**config.mk**
```make
export PLATFORM = sky130hd
export DESIGN_NAME = tli_ctrl
export DESIGN_NICKNAME = d
export VERILOG_FILES = /design/src/rtl/core/tli_pkg.sv /design/src/rtl/core/tli_ctrl.sv
export VERILOG_INCLUDE_DIRS = /design/src /design/src/rtl/core
export SDC_FILE = /design/constraint.sdc
export NUM_CORES = 1
export LEC_CHECK = 0
export ABC_AREA = 1
export CORE_MARGIN = 1
export CORE_UTILIZATION = 56
export DETAILED_ROUTE_END_ITERATION = 10
export DONT_BUFFER_PORTS = 1
export PLACE_DENSITY = 0.71
export SKIP_LAST_GASP = 1
export SLEW_MARGIN = 15
export SYNTH_ARGS = -nofsm -noshare
export SYNTH_HDL_FRONTEND = slang
export SYNTH_SLANG_ARGS = --single-unit
```
**constraint.sdc**
```tcl
create_clock -name clk -period 1.58 [get_ports clk]
set_input_delay 0.316 -clock clk [delete_from_list [all_inputs] [get_ports clk]]
set_output_delay 0.316 -clock clk [all_outputs]
set_load 0.01 [all_outputs]
```
**src/rtl/core/table_linear_interpolator_top_defines.svh**
```systemverilog
// ----------------------------------------------------------------------------
// table_linear_interpolator_top_defines
// assertion macros used by the interpolator controller
// ----------------------------------------------------------------------------
`ifndef TABLE_LINEAR_INTERPOLATOR_TOP_DEFINES_SVH
`define TABLE_LINEAR_INTERPOLATOR_TOP_DEFINES_SVH

// same-cycle implication, checked outside reset
`define TLI_ASSERT_IMP(lbl, clk, rstn, ante, cons) \
  lbl: assert property (@(posedge clk) disable iff (!rstn) (ante) |-> (cons)) \
    else $error("tli assertion failed");

// next-cycle implication, checked outside reset
`define TLI_ASSERT_NXT(lbl, clk, rstn, ante, cons) \
  lbl: assert property (@(posedge clk) disable iff (!rstn) (ante) |=> (cons)) \
    else $error("tli assertion failed");

`endif

```
**src/rtl/core/tli_pkg.sv**
```systemverilog
// ----------------------------------------------------------------------------
// tli_pkg
// types, codes and constants of the table interpolator
// ----------------------------------------------------------------------------
package tli_pkg;

  localparam int TLI_POINTS = 1024;
  localparam int WORD_W     = 32;
  localparam int CFG_ADDR_W = 1;
  localparam int CFG_DATA_W = 11;
  localparam int DIV_CNT_W  = 6;

  localparam logic [DIV_CNT_W-1:0] DIV_LAST = 6'd63;

  localparam logic OP_WRITE = 1'b0;
  localparam logic OP_QUERY = 1'b1;

  localparam logic [CFG_ADDR_W-1:0] CFG_END_MODE = 1'b0;
  localparam logic [CFG_ADDR_W-1:0] CFG_POINTS   = 1'b1;

  localparam logic [1:0] ST_OK     = 2'd0;
  localparam logic [1:0] ST_ZERO_W = 2'd1;
  localparam logic [1:0] ST_SAT    = 2'd2;

  // read address selects
  localparam logic [2:0] A_ZERO = 3'd0;
  localparam logic [2:0] A_LAST = 3'd1;
  localparam logic [2:0] A_LO   = 3'd2;
  localparam logic [2:0] A_LO1  = 3'd3;
  localparam logic [2:0] A_MID  = 3'd4;

  // result selects
  localparam logic [2:0] R_WRITE = 3'd0;
  localparam logic [2:0] R_LOW   = 3'd1;
  localparam logic [2:0] R_HIGH  = 3'd2;
  localparam logic [2:0] R_ZW    = 3'd3;
  localparam logic [2:0] R_LERP  = 3'd4;

  typedef struct packed {
    logic               opcode;
    logic [9:0]         point_index;
    logic signed [31:0] point_x;
    logic signed [31:0] point_y;
    logic signed [31:0] query_pos;
  } tli_in_t;

  typedef struct packed {
    logic signed [31:0] value;
    logic [1:0]         status;
    logic               is_query;
  } tli_out_t;

  typedef struct packed {
    logic       latch;
    logic       mem_we;
    logic [2:0] rd_sel;
    logic       cap_a;
    logic       cap_b;
    logic       cap_mid;
    logic       search_init;
    logic       lo_last2;
    logic       mul;
    logic       div_init;
    logic       div_step;
    logic       round;
    logic       res_ld;
    logic [2:0] res_sel;
    logic       out_ld;
  } tli_cmd_t;

  typedef struct packed {
    logic opcode;
    logic below;
    logic above;
    logic done;
    logic end_mode;
    logic zero_w;
    logic out_free;
  } tli_sts_t;

endpackage

```
**src/rtl/core/tli_ctrl.sv**
```systemverilog
// ----------------------------------------------------------------------------
// tli_ctrl
// sequencer for breakpoint writes, table search and interpolation
// ----------------------------------------------------------------------------
`include "table_linear_interpolator_top_defines.svh"

module tli_ctrl
  import tli_pkg::*;
(
  input  logic     clk,
  input  logic     rst_n,
  input  logic     in_valid,
  output logic     in_stall,
  input  tli_sts_t sts,
  output tli_cmd_t cmd
);

  localparam logic [4:0] S_IDLE = 5'd0;
  localparam logic [4:0] S_WR   = 5'd1;
  localparam logic [4:0] S_RD0  = 5'd2;
  localparam logic [4:0] S_CAP0 = 5'd3;
  localparam logic [4:0] S_CHK0 = 5'd4;
  localparam logic [4:0] S_RDL  = 5'd5;
  localparam logic [4:0] S_CAPL = 5'd6;
  localparam logic [4:0] S_CHKL = 5'd7;
  localparam logic [4:0] S_SCHK = 5'd8;
  localparam logic [4:0] S_SRD  = 5'd9;
  localparam logic [4:0] S_SCAP = 5'd10;
  localparam logic [4:0] S_RDA  = 5'd11;
  localparam logic [4:0] S_CAPA = 5'd12;
  localparam logic [4:0] S_RDB  = 5'd13;
  localparam logic [4:0] S_CAPB = 5'd14;
  localparam logic [4:0] S_MUL  = 5'd15;
  localparam logic [4:0] S_DINI = 5'd16;
  localparam logic [4:0] S_DIV  = 5'd17;
  localparam logic [4:0] S_RND  = 5'd18;
  localparam logic [4:0] S_SUM  = 5'd19;
  localparam logic [4:0] S_OUT  = 5'd20;

  logic [4:0]           state_r, state_nxt;
  logic [DIV_CNT_W-1:0] cnt_r, cnt_nxt;
  logic                 in_acc;

  // nothing is taken while reset is held
  assign in_stall = (state_r != S_IDLE) || !rst_n;
  assign in_acc   = in_valid && !in_stall;

  always_comb begin
    state_nxt = state_r;
    cnt_nxt   = cnt_r;
    cmd       = '0;
    cmd.rd_sel  = A_ZERO;
    cmd.res_sel = R_WRITE;
    case (state_r)
      S_IDLE: begin
        if (in_acc) begin
          cmd.latch = 1'b1;
          state_nxt = (in_valid && 1'b1) ? S_WR : S_IDLE;
        end
      end
      S_WR: begin
        if (sts.opcode == OP_WRITE) begin
          cmd.mem_we  = 1'b1;
          cmd.res_ld  = 1'b1;
          cmd.res_sel = R_WRITE;
          state_nxt   = S_OUT;
        end else begin
          state_nxt = S_RD0;
        end
      end
      S_RD0: begin
        cmd.rd_sel = A_ZERO;
        state_nxt  = S_CAP0;
      end
      S_CAP0: begin
        cmd.cap_a = 1'b1;
        state_nxt = S_CHK0;
      end
      S_CHK0: begin
        if (sts.below) begin
          cmd.res_ld  = 1'b1;
          cmd.res_sel = R_LOW;
          state_nxt   = S_OUT;
        end else begin
          state_nxt = S_RDL;
        end
      end
      S_RDL: begin
        cmd.rd_sel = A_LAST;
        state_nxt  = S_CAPL;
      end
      S_CAPL: begin
        cmd.cap_b = 1'b1;
        state_nxt = S_CHKL;
      end
      S_CHKL: begin
        if (sts.above && sts.end_mode) begin
          cmd.res_ld  = 1'b1;
          cmd.res_sel = R_HIGH;
          state_nxt   = S_OUT;
        end else if (sts.above) begin
          // extend the last segment
          cmd.lo_last2 = 1'b1;
          state_nxt    = S_RDA;
        end else begin
          cmd.search_init = 1'b1;
          state_nxt       = S_SCHK;
        end
      end
      S_SCHK: begin
        state_nxt = sts.done ? S_RDA : S_SRD;
      end
      S_SRD: begin
        cmd.rd_sel = A_MID;
        state_nxt  = S_SCAP;
      end
      S_SCAP: begin
        cmd.rd_sel  = A_MID;
        cmd.cap_mid = 1'b1;
        state_nxt   = S_SCHK;
      end
      S_RDA: begin
        cmd.rd_sel = A_LO;
        state_nxt  = S_CAPA;
      end
      S_CAPA: begin
        cmd.cap_a = 1'b1;
        state_nxt = S_RDB;
      end
      S_RDB: begin
        cmd.rd_sel = A_LO1;
        state_nxt  = S_CAPB;
      end
      S_CAPB: begin
        cmd.cap_b = 1'b1;
        state_nxt = S_MUL;
      end
      S_MUL: begin
        cmd.mul   = 1'b1;
        state_nxt = S_DINI;
      end
      S_DINI: begin
        if (sts.zero_w) begin
          cmd.res_ld  = 1'b1;
          cmd.res_sel = R_ZW;
          state_nxt   = S_OUT;
        end else begin
          cmd.div_init = 1'b1;
          cnt_nxt      = '0;
          state_nxt    = S_DIV;
        end
      end
      S_DIV: begin
        cmd.div_step = 1'b1;
        cnt_nxt      = cnt_r + DIV_CNT_W'(1);
        if (cnt_r == DIV_LAST) begin
          state_nxt = S_RND;
        end
      end
      S_RND: begin
        cmd.round = 1'b1;
        state_nxt = S_SUM;
      end
      S_SUM: begin
        cmd.res_ld  = 1'b1;
        cmd.res_sel = R_LERP;
        state_nxt   = S_OUT;
      end
      S_OUT: begin
        if (sts.out_free) begin
          cmd.out_ld = 1'b1;
          state_nxt  = S_IDLE;
        end
      end
      default: state_nxt = S_IDLE;
    endcase
  end

  always_ff @(posedge clk) begin
    if (!rst_n) begin
      state_r <= S_IDLE;
      cnt_r   <= '0;
    end else begin
      state_r <= state_nxt;
      cnt_r   <= cnt_nxt;
    end
  end

  `TLI_ASSERT_NXT(a_acc_busy, clk, rst_n, in_acc, state_r == S_WR)
  `TLI_ASSERT_NXT(a_div_hold, clk, rst_n, state_r == S_DIV && cnt_r != DIV_LAST, state_r == S_DIV)
  `TLI_ASSERT_IMP(a_out_free, clk, rst_n, cmd.out_ld, sts.out_free)
  `TLI_ASSERT_IMP(a_one_cap, clk, rst_n, 1'b1, $onehot0({cmd.cap_a, cmd.cap_b, cmd.cap_mid}))

endmodule

```
* After elaboration in Yosys (flattened, before gate mapping)
Index checks and enable logic that the tools add are counted.
Word-level totals: output and inout port bits 20, word-level logic and storage cells 78, flip-flop bits (word level) 11, bits in writable memories 0, bits in read-only memories 0, latch bits 0, input bits 10, memories 0
Operators by class: divide/modulo/power cells 0, shifts and indexed selects 0, bitwise gates (word level) 0, $mul 0, multiplexer cells 37, order comparisons 0, add/subtract/negate cells 1, eq/ne operators 25, reductions and logical operators 13
Operator list (count):
- 5-bit case mux with 21 select lines | 1
- 5-bit by 4-bit == test with 1-bit output, second input constant | 8
- 5-bit two-way mux | 6
- 5-bit == test, second input constant | 5
- 5-bit by 3-bit == test with 1-bit output, second input constant | 4
- 4-bit case mux with 5 select lines | 1
- 1-bit two-way mux | 17
- 4-bit two-way mux | 4
- 3-bit case mux with 4 select lines | 1
- 6-bit case mux with 2 select lines | 1
- 5-bit by 2-bit == test with 1-bit output, second input constant | 2
- 2-bit two-way mux | 4
- 2-bit inequality test, second input constant | 4
- 6-bit by 1-bit adder with 6-bit output, second input constant | 1
- 6-bit == test, second input constant | 1
- 6-bit two-way mux | 1
- 2-bit OR reduction | 3
- 5-bit by 1-bit == test with 1-bit output, second input constant | 1
- 5-bit logical NOT | 1
- 5-bit nonzero test | 1
- 3-bit two-way mux | 1
- 3-bit AND reduction | 1
- 1-bit logical AND | 2
- 1-bit logical NOT | 2
- 3 further kinds | 3

* Longest topological paths before layout
Gate-level depths: netlist of run 1.
depth in word-level cells 6, gate-level depth with buffers 11, mapped depth without buffers 10

* Worst setup path before layout of run 1
Ideal clock, no wire load.
path type flip-flop to output port, start reg state_r[2], end out cmd[4] (netlist bit), path slack 0.147 ns, data required time 1.264 ns, path buffers 1, data arrival time 1.117 ns, stages on the path, launching flop included 8, path through dfxtp_1 > inv_1 > nor2_2 > buf_6 > nand4_1 > nand2_2 > nor2_2 > nand2_1
RTL lines:
- from (decl) | RTL line tli_ctrl.sv:40 | logic [4:0] state_r, state_nxt;
- from (signal assigned) | RTL line tli_ctrl.sv:184 | state_r <= state_nxt;
- to (decl) | RTL line tli_ctrl.sv:15 | output tli_cmd_t cmd

==> impl_metrics.json, run 1 <==
{
  "htree_levels": 1,
  "dp.cells": 191,
  "die_w_um": 44.25,
  "drtIter0Drc": 100,
  "route.detailed.wl_per_inst_um": 16.05,
  "path_common_cell": "nand2_2",
  "finalSetupViolations": 14,
  "clockBufferDepth": 2,
  "startpoint": "state_r[3]$_SDFFE_PN0P_",
  "hold_depth": 1,
  "final_antenna_net_count": 0,
  "syn_nets": 171,
  "grt_pass1_vias": 1083,
  "status": "finished, violations left",
  "clock_tree.root_cell": "clkbuf_4",
  "critPathArrivalTime_ns": 1.38,
  "dpl.hpwl_mm": 2.087,
  "clkLatencyLatePin_ns": 0.29,
  "netlist-cell-type-count": 25,
  "p_leak_nw": 0.6347,
  "cellPowerDensity_nw_per_um2": 531.7,
  "final_core_util_pct": 84.14,
  "reg2reg_to": "cnt_r[3]$_SDFFE_PN0P_",
  "reg2reg_from": "state_r[3]$_SDFFE_PN0P_",
  "muxShareOfSynthArea_pct": 0,
  "syn_area_um2": 999.7,
  "yosys.area.top_type_share_pct": 22.03,
  "yosys.area.top_type": "dfxtp_1",
  "slew_headroom_pct": 75.78,
  "critPathSlowestCell": "dfxtp_4",
  "clock_sinks": 11,
  "portBuffers": 0,
  "setup_slack_ns": -0.1143,
  "critPathRequiredTime_ns": 1.26,
  "final_common_cell": "nand2_1",
  "synth_compound_area_share_pct": 12.27,
  "fin_worst_skew_ns": 0.009478,
  "max_freq_ghz": 0.5902,
  "place.gp.congestion": 1.041,
  "slowest_delay_ns": 0.38,
  "cap_violations": 0,
  "ys_seq_area_share_pct": 22.03,
  "hp-start": "rst_n",
  "path_class": "flop to primary output",
  "min_to": "cnt_r[5]$_SDFFE_PN0P_",
  "rrSetupSlack_ns": -0.03,
  "grt_pass1_wl_mm": 4.678,
  "syn2layout_area_growth_pct": 34.17,
  "track_usage_pct": 32.07,
  "whs_ns": 0.1372,
  "fillerInstances": 89,
  "start_util_pct": 62.72,
  "cp-end-kind": "primary output",
  "syn_area_per_cell_um2": 6.248,
  "antenna_found_initial": 0,
  "rr_worst_depth": 10,
  "fin_nets": 196,
  "hold_viol": 0,
  "register_area_um2": 231.5,
  "failed_checks": "negative setup slack",
  "tightest_slew_ns": 0.3630,
  "path_max_fanout": 6,
  "syn_inst": 160,
  "final_cells": 208,
  "coreArea_um2": 1594,
  "finalMaxSlewViolations": 0,
  "clkTransAtPathRegs_ns": 0.09,
  "synth_xor_area_share_pct": 0,
  "finalPower_mw": 0.7132,
  "num_vias": 1273,
  "pin_count": 30,
  "cp_cell_sequence": "nor2_4, nand2_4, nor2_4, nand2_2, nand2_2, nor2_2, nand2_2",
  "yosys.area_share.simple_pct": 52.82,
  "min_period_over_period_pct": 107.2,
  "hold_path_class": "input port to flop",
  "start_kind": "flop",
  "via_per_inst": 6.120,
  "final_cell_mix": "nand2_1 (26), inv_1 (18), buf_4 (17), nor2_1 (14), nand3_1 (12)",
  "cts_tree": "built",
  "die_y_um": 44.25,
  "synth-seq-cells": 11,
  "rows": 14,
  "cts_buffers": 3,
  "synth_top_family_by_area": "simple AND/OR/NAND/NOR gates",
  "rsz0062_at_grt": "yes",
  "period_needed_ns": 1.694,
  "drc_errors": 0,
  "synth-adder-area-share_pct": 1.252,
  "synthTopCellsByArea": "dfxtp_1 (22%), nand2_1 (12%), nor2_1 (7.9%)",
  "yosysWarnings": 0,
  "die_area_um2": 1958,
  "multi_input_area_um2": 755.7,
  "grt-ovfl-total": 0,
  "drive_gt1_share_pct": 44.02,
  "wirelength_mm": 3.338,
  "grt_max_degree": 9,
  "diodes": 0,
  "dr.pass1.iters": 7,
  "vdd_drop_max_mv": 0.5950
}
## kinds of logic after synthesis
logic type	after synthesis
compound gates	22
fa+ha+maj	1
buf+inv	27
flops	11
simple gates	99
## sequential cells by signal, summed over array words and instances, names as in the netlist
name	flops
cnt_r	6
state_r	5
## repair_timing
action	in CTS	in global routing
setup buffers	8	5
resized for setup	17	22
pin swaps	7	3
setup endpoints to repair	14	19
hold buffers	0	0
## cells in the mapped netlist (all sizes together)
master   n
o211ai   1
nor3     4
nand4    6
nor2    32
a21oi   12
dfxtp   11
a31oi    1
nand2   39
nand3   16
nand3b   1
ha       1
o21ai    6
and3     1
buf      2
o21a     1
inv     25
a211oi   1
## report_power, final
group | switching (mW) | total, mW | leakage (nW) | internal, mW
logic | 0.132 | 0.206 | 0.528 | 0.0743
registers | 0.00822 | 0.290 | 0.0918 | 0.281
clock network | 0.119 | 0.218 | 0.0150 | 0.0982
total | 0.259 | 0.713 | 0.635 | 0.454
## through the flow
stage / area (um^2) / setup WS, ns / TNS, ns
detailed placement: 1075 / 0.07992 / 0
floorplan: 999.7 / 0.1470 / 0
finish: 1341 / -0.1143 / -0.6012
global route: 1341 / -0.1733 / -1.447
CTS: 1217 / -0.06437 / -0.1585
global placement: 1075 / 0.08279 / 0
## layer usage
| metal | routed length [um] | global-route usage [%] | share of wire [%] |
|---|---|---|---|
| met1 | 1238 | 42.75 | 37 |
| met2 | 1544 | 51.76 | 46 |
| met3 | 428 | 5.714 | 13 |
| met4 | 126 | 11.52 | 3.8 |
| met5 | 0 | 0 | 0 |
## how the worst max path moves through the flow
stage / endpoint / slack [ns] / cells after the start
3_5_place_dp: cnt_r[2]$_SDFFE_PN0P_ / 0.08 / 8
3_3_place_gp: cmd[4] / 0.08 / 7
5_1_grt: cmd[4] / -0.17 / 7
2_1_floorplan: cmd[4] / 0.15 / 7
4_1_cts: cmd[4] / -0.06 / 7
6_report: cmd[4] / -0.11 / 7
## layout make-up
type	count	share of cell area [%]
Sequential cell	11	17.26
Multi-Input combinational cell	122	56.34
Clock buffer	4	1.959
Inverter	25	7.183
Tap cell	24	2.239
Timing Repair Buffer	22	15.02
## critical path, delay by kind of cell (launching register included)
family | cells | cell delay [ns]
flops | 1 | 0.38
simple gates | 7 | 0.70
Power figures use the tool's default switching activity.
==> run 2, diff against run 1 <==
--- a/config.mk
+++ b/config.mk
@@ -7,11 +7,12 @@
 export NUM_CORES = 1
 export LEC_CHECK = 0
 export ABC_AREA = 1
-export CORE_MARGIN = 1
+export CORE_MARGIN = 4
 export CORE_UTILIZATION = 56
 export DETAILED_ROUTE_END_ITERATION = 10
 export DONT_BUFFER_PORTS = 1
-export PLACE_DENSITY = 0.71
+export PLACE_DENSITY = 0.7
+export REMOVE_ABC_BUFFERS = 1
 export SKIP_LAST_GASP = 1
 export SLEW_MARGIN = 15
 export SYNTH_ARGS = -nofsm -noshare
==> impl_metrics.json, run 2 (synthesis gave the netlist of run 1 again) <==
{
  "critPathArrivalTime_ns": 1.30,
  "grt_pass1_vias": 1057,
  "met2_length_mm": 1.254,
  "critPathSlowestCell": "dfxtp_4",
  "coreArea_um2": 1708,
  "top_register": "cnt_r",
  "slowest_delay_ns": 0.37,
  "hold_path_class": "input port to flop",
  "path_max_fanout": 6,
  "syn2layout_area_growth_pct": 22.15,
  "crit_buf_inv": 2,
  "final_antenna_net_count": 0,
  "num_vias": 1065,
  "period_needed_ns": 1.621,
  "final_common_cell": "nand2_1",
  "clockBufferDepth": 2,
  "cellPowerDensity_nw_per_um2": 549.9,
  "via_per_inst": 5.272,
  "wirelength_mm": 2.692,
  "vdd_drop_max_mv": 0.6602,
  "cts_buffers": 3,
  "path_class": "flop to primary output",
  "hold_buffers": 0,
  "status": "finished, violations left",
  "cp_cell_sequence": "nor2_4, nand2_4, buf_4, nor2_4, buf_4",
  "fillerInstances": 143,
  "cap_violations": 0,
  "largest_reg_flops": 6,
  "route.detailed.wl_per_inst_um": 13.33,
  "finalMaxSlewViolations": 0,
  "die_y_um": 50.25,
  "drive_gt1_share_pct": 38.98,
  "dr.max_layer_used": "met4",
  "dpl.hpwl_mm": 2.155,
  "clock_tree.root_cell": "clkbuf_4",
  "portBuffers": 0,
  "clkLatencyLatePin_ns": 0.27,
  "tightest_slew_ns": 0.3981,
  "drt-met1-wl_mm": 1.194,
  "antenna_found_initial": 0,
  "dr_wl_met3_um": 208,
  "rsz0062_at_grt": "yes",
  "final_cell_mix": "nand2_1 (25), inv_1 (17), nor2_1 (15), buf_4 (14), nand3_1 (12)",
  "dr.pass1.iters": 4,
  "drtIter0Drc": 36,
  "die_area_um2": 2525,
  "start_kind": "flop",
  "cp-end-kind": "primary output",
  "finalSetupViolations": 4,
  "drc_errors": 0,
  "fin_nets": 189,
  "p_leak_nw": 0.5841,
  "detailedPlace.worstSlack_ns": 0.08906,
  "failed_checks": "negative setup slack",
  "min_period_over_period_pct": 102.6,
  "die_w_um": 50.25,
  "path_delay_family": "flip-flops",
  "grt-ovfl-total": 0,
  "diodes": 0,
  "fin_worst_skew_ns": 0.002061,
  "start_util_pct": 58.53,
  "hold_viol": 0,
  "grt_max_degree": 9,
  "top_regs": "cnt_r x6, state_r x5",
  "critPathRequiredTime_ns": 1.26,
  "track_usage_pct": 23.33,
  "rows": 15,
  "clock_sinks": 11,
  "slew_headroom_pct": 73.26,
  "htree_levels": 1,
  "grt_pass1_wl_mm": 4.533,
  "cts_tree": "built",
  "max_freq_ghz": 0.6171,
  "place.gp.congestion": 0.9427,
  "setup_tns_ns": -0.1280,
  "pin_count": 30,
  "clkTransAtPathRegs_ns": 0.08,
  "setup_slack_ns": -0.04053
}
[run 2: cell count changes in the layout (fill, tap and decap cells not counted), sizes merged]
cell | previous run | this run
buf | 22 | 15
[run 2: through the flow]
step	cell area (um^2)	instances	hold slack (ns)	util, %	power (mW)
3_3_place_gp	1084	193	0.4166	63.44	0.4516
2_1_floorplan	977.2	158	0.4136	-	0.4117
3_5_place_dp	1084	193	0.4207	63.44	0.4525
5_1_grt	1221	202	0.1330	71.50	0.7153
6_report	1221	202	0.1432	71.50	0.6715
4_1_cts	1179	201	0.1321	69.01	0.6685
[run 2: metal layers]
layer,GRT usage [%],vias up
li1,-,552
met1,28.78,474
met2,38.48,35
met3,7.715,4
met4,5.991,0
met5,0,-
[run 2: worst paths after layout]
path                            from                 endpoint  slack [ns]  cells past startpoint
max          state_r[2]$_SDFFE_PN0P_                   cmd[6]       -0.04                      5
min reg2reg    cnt_r[1]$_SDFFE_PN0P_    cnt_r[1]$_SDFFE_PN0P_        0.49                      2
max reg2reg  state_r[2]$_SDFFE_PN0P_    cnt_r[4]$_SDFFE_PN0P_        0.03                     10
min                            rst_n  state_r[2]$_SDFFE_PN0P_        0.14                      2
[run 2: what timing repair did]
item / in CTS / in global routing
resized for setup: 16 / 14
pin swaps: 5 / 6
buffers inserted: 4 / 1
setup endpoints to repair: 15 / 18
endpoints found under the hold margin: 0 / 0
[run 2: worst register-to-register path, cell delays in order (launching register included)]
cell and delay [ns]:
dfxtp_4 0.37, nor2_4 0.16, nand2_4 0.09, buf_4 0.15, nor2_4 0.08, buf_4 0.15, inv_1 0.07, nand2_4 0.10
inv_2 0.06, a21oi_1 0.13, nor3_1 0.06
[run 2: cell type report]
cell class	instances	area, um^2	area share (%)
tap	25	31.28	2.561
sequential	11	236.5	19.36
multi-input combinational	122	716.9	58.71
timing repair buffer	15	116.4	9.529
clock buffer	4	26.28	2.152
inverter	25	93.84	7.684
[run 2: where the power goes]
group / total [mW] / switching [mW] / internal (mW)
logic: 0.175 / 0.111 / 0.0645
clock network: 0.206 / 0.108 / 0.0979
registers: 0.290 / 0.0107 / 0.279
total: 0.672 / 0.230 / 0.442
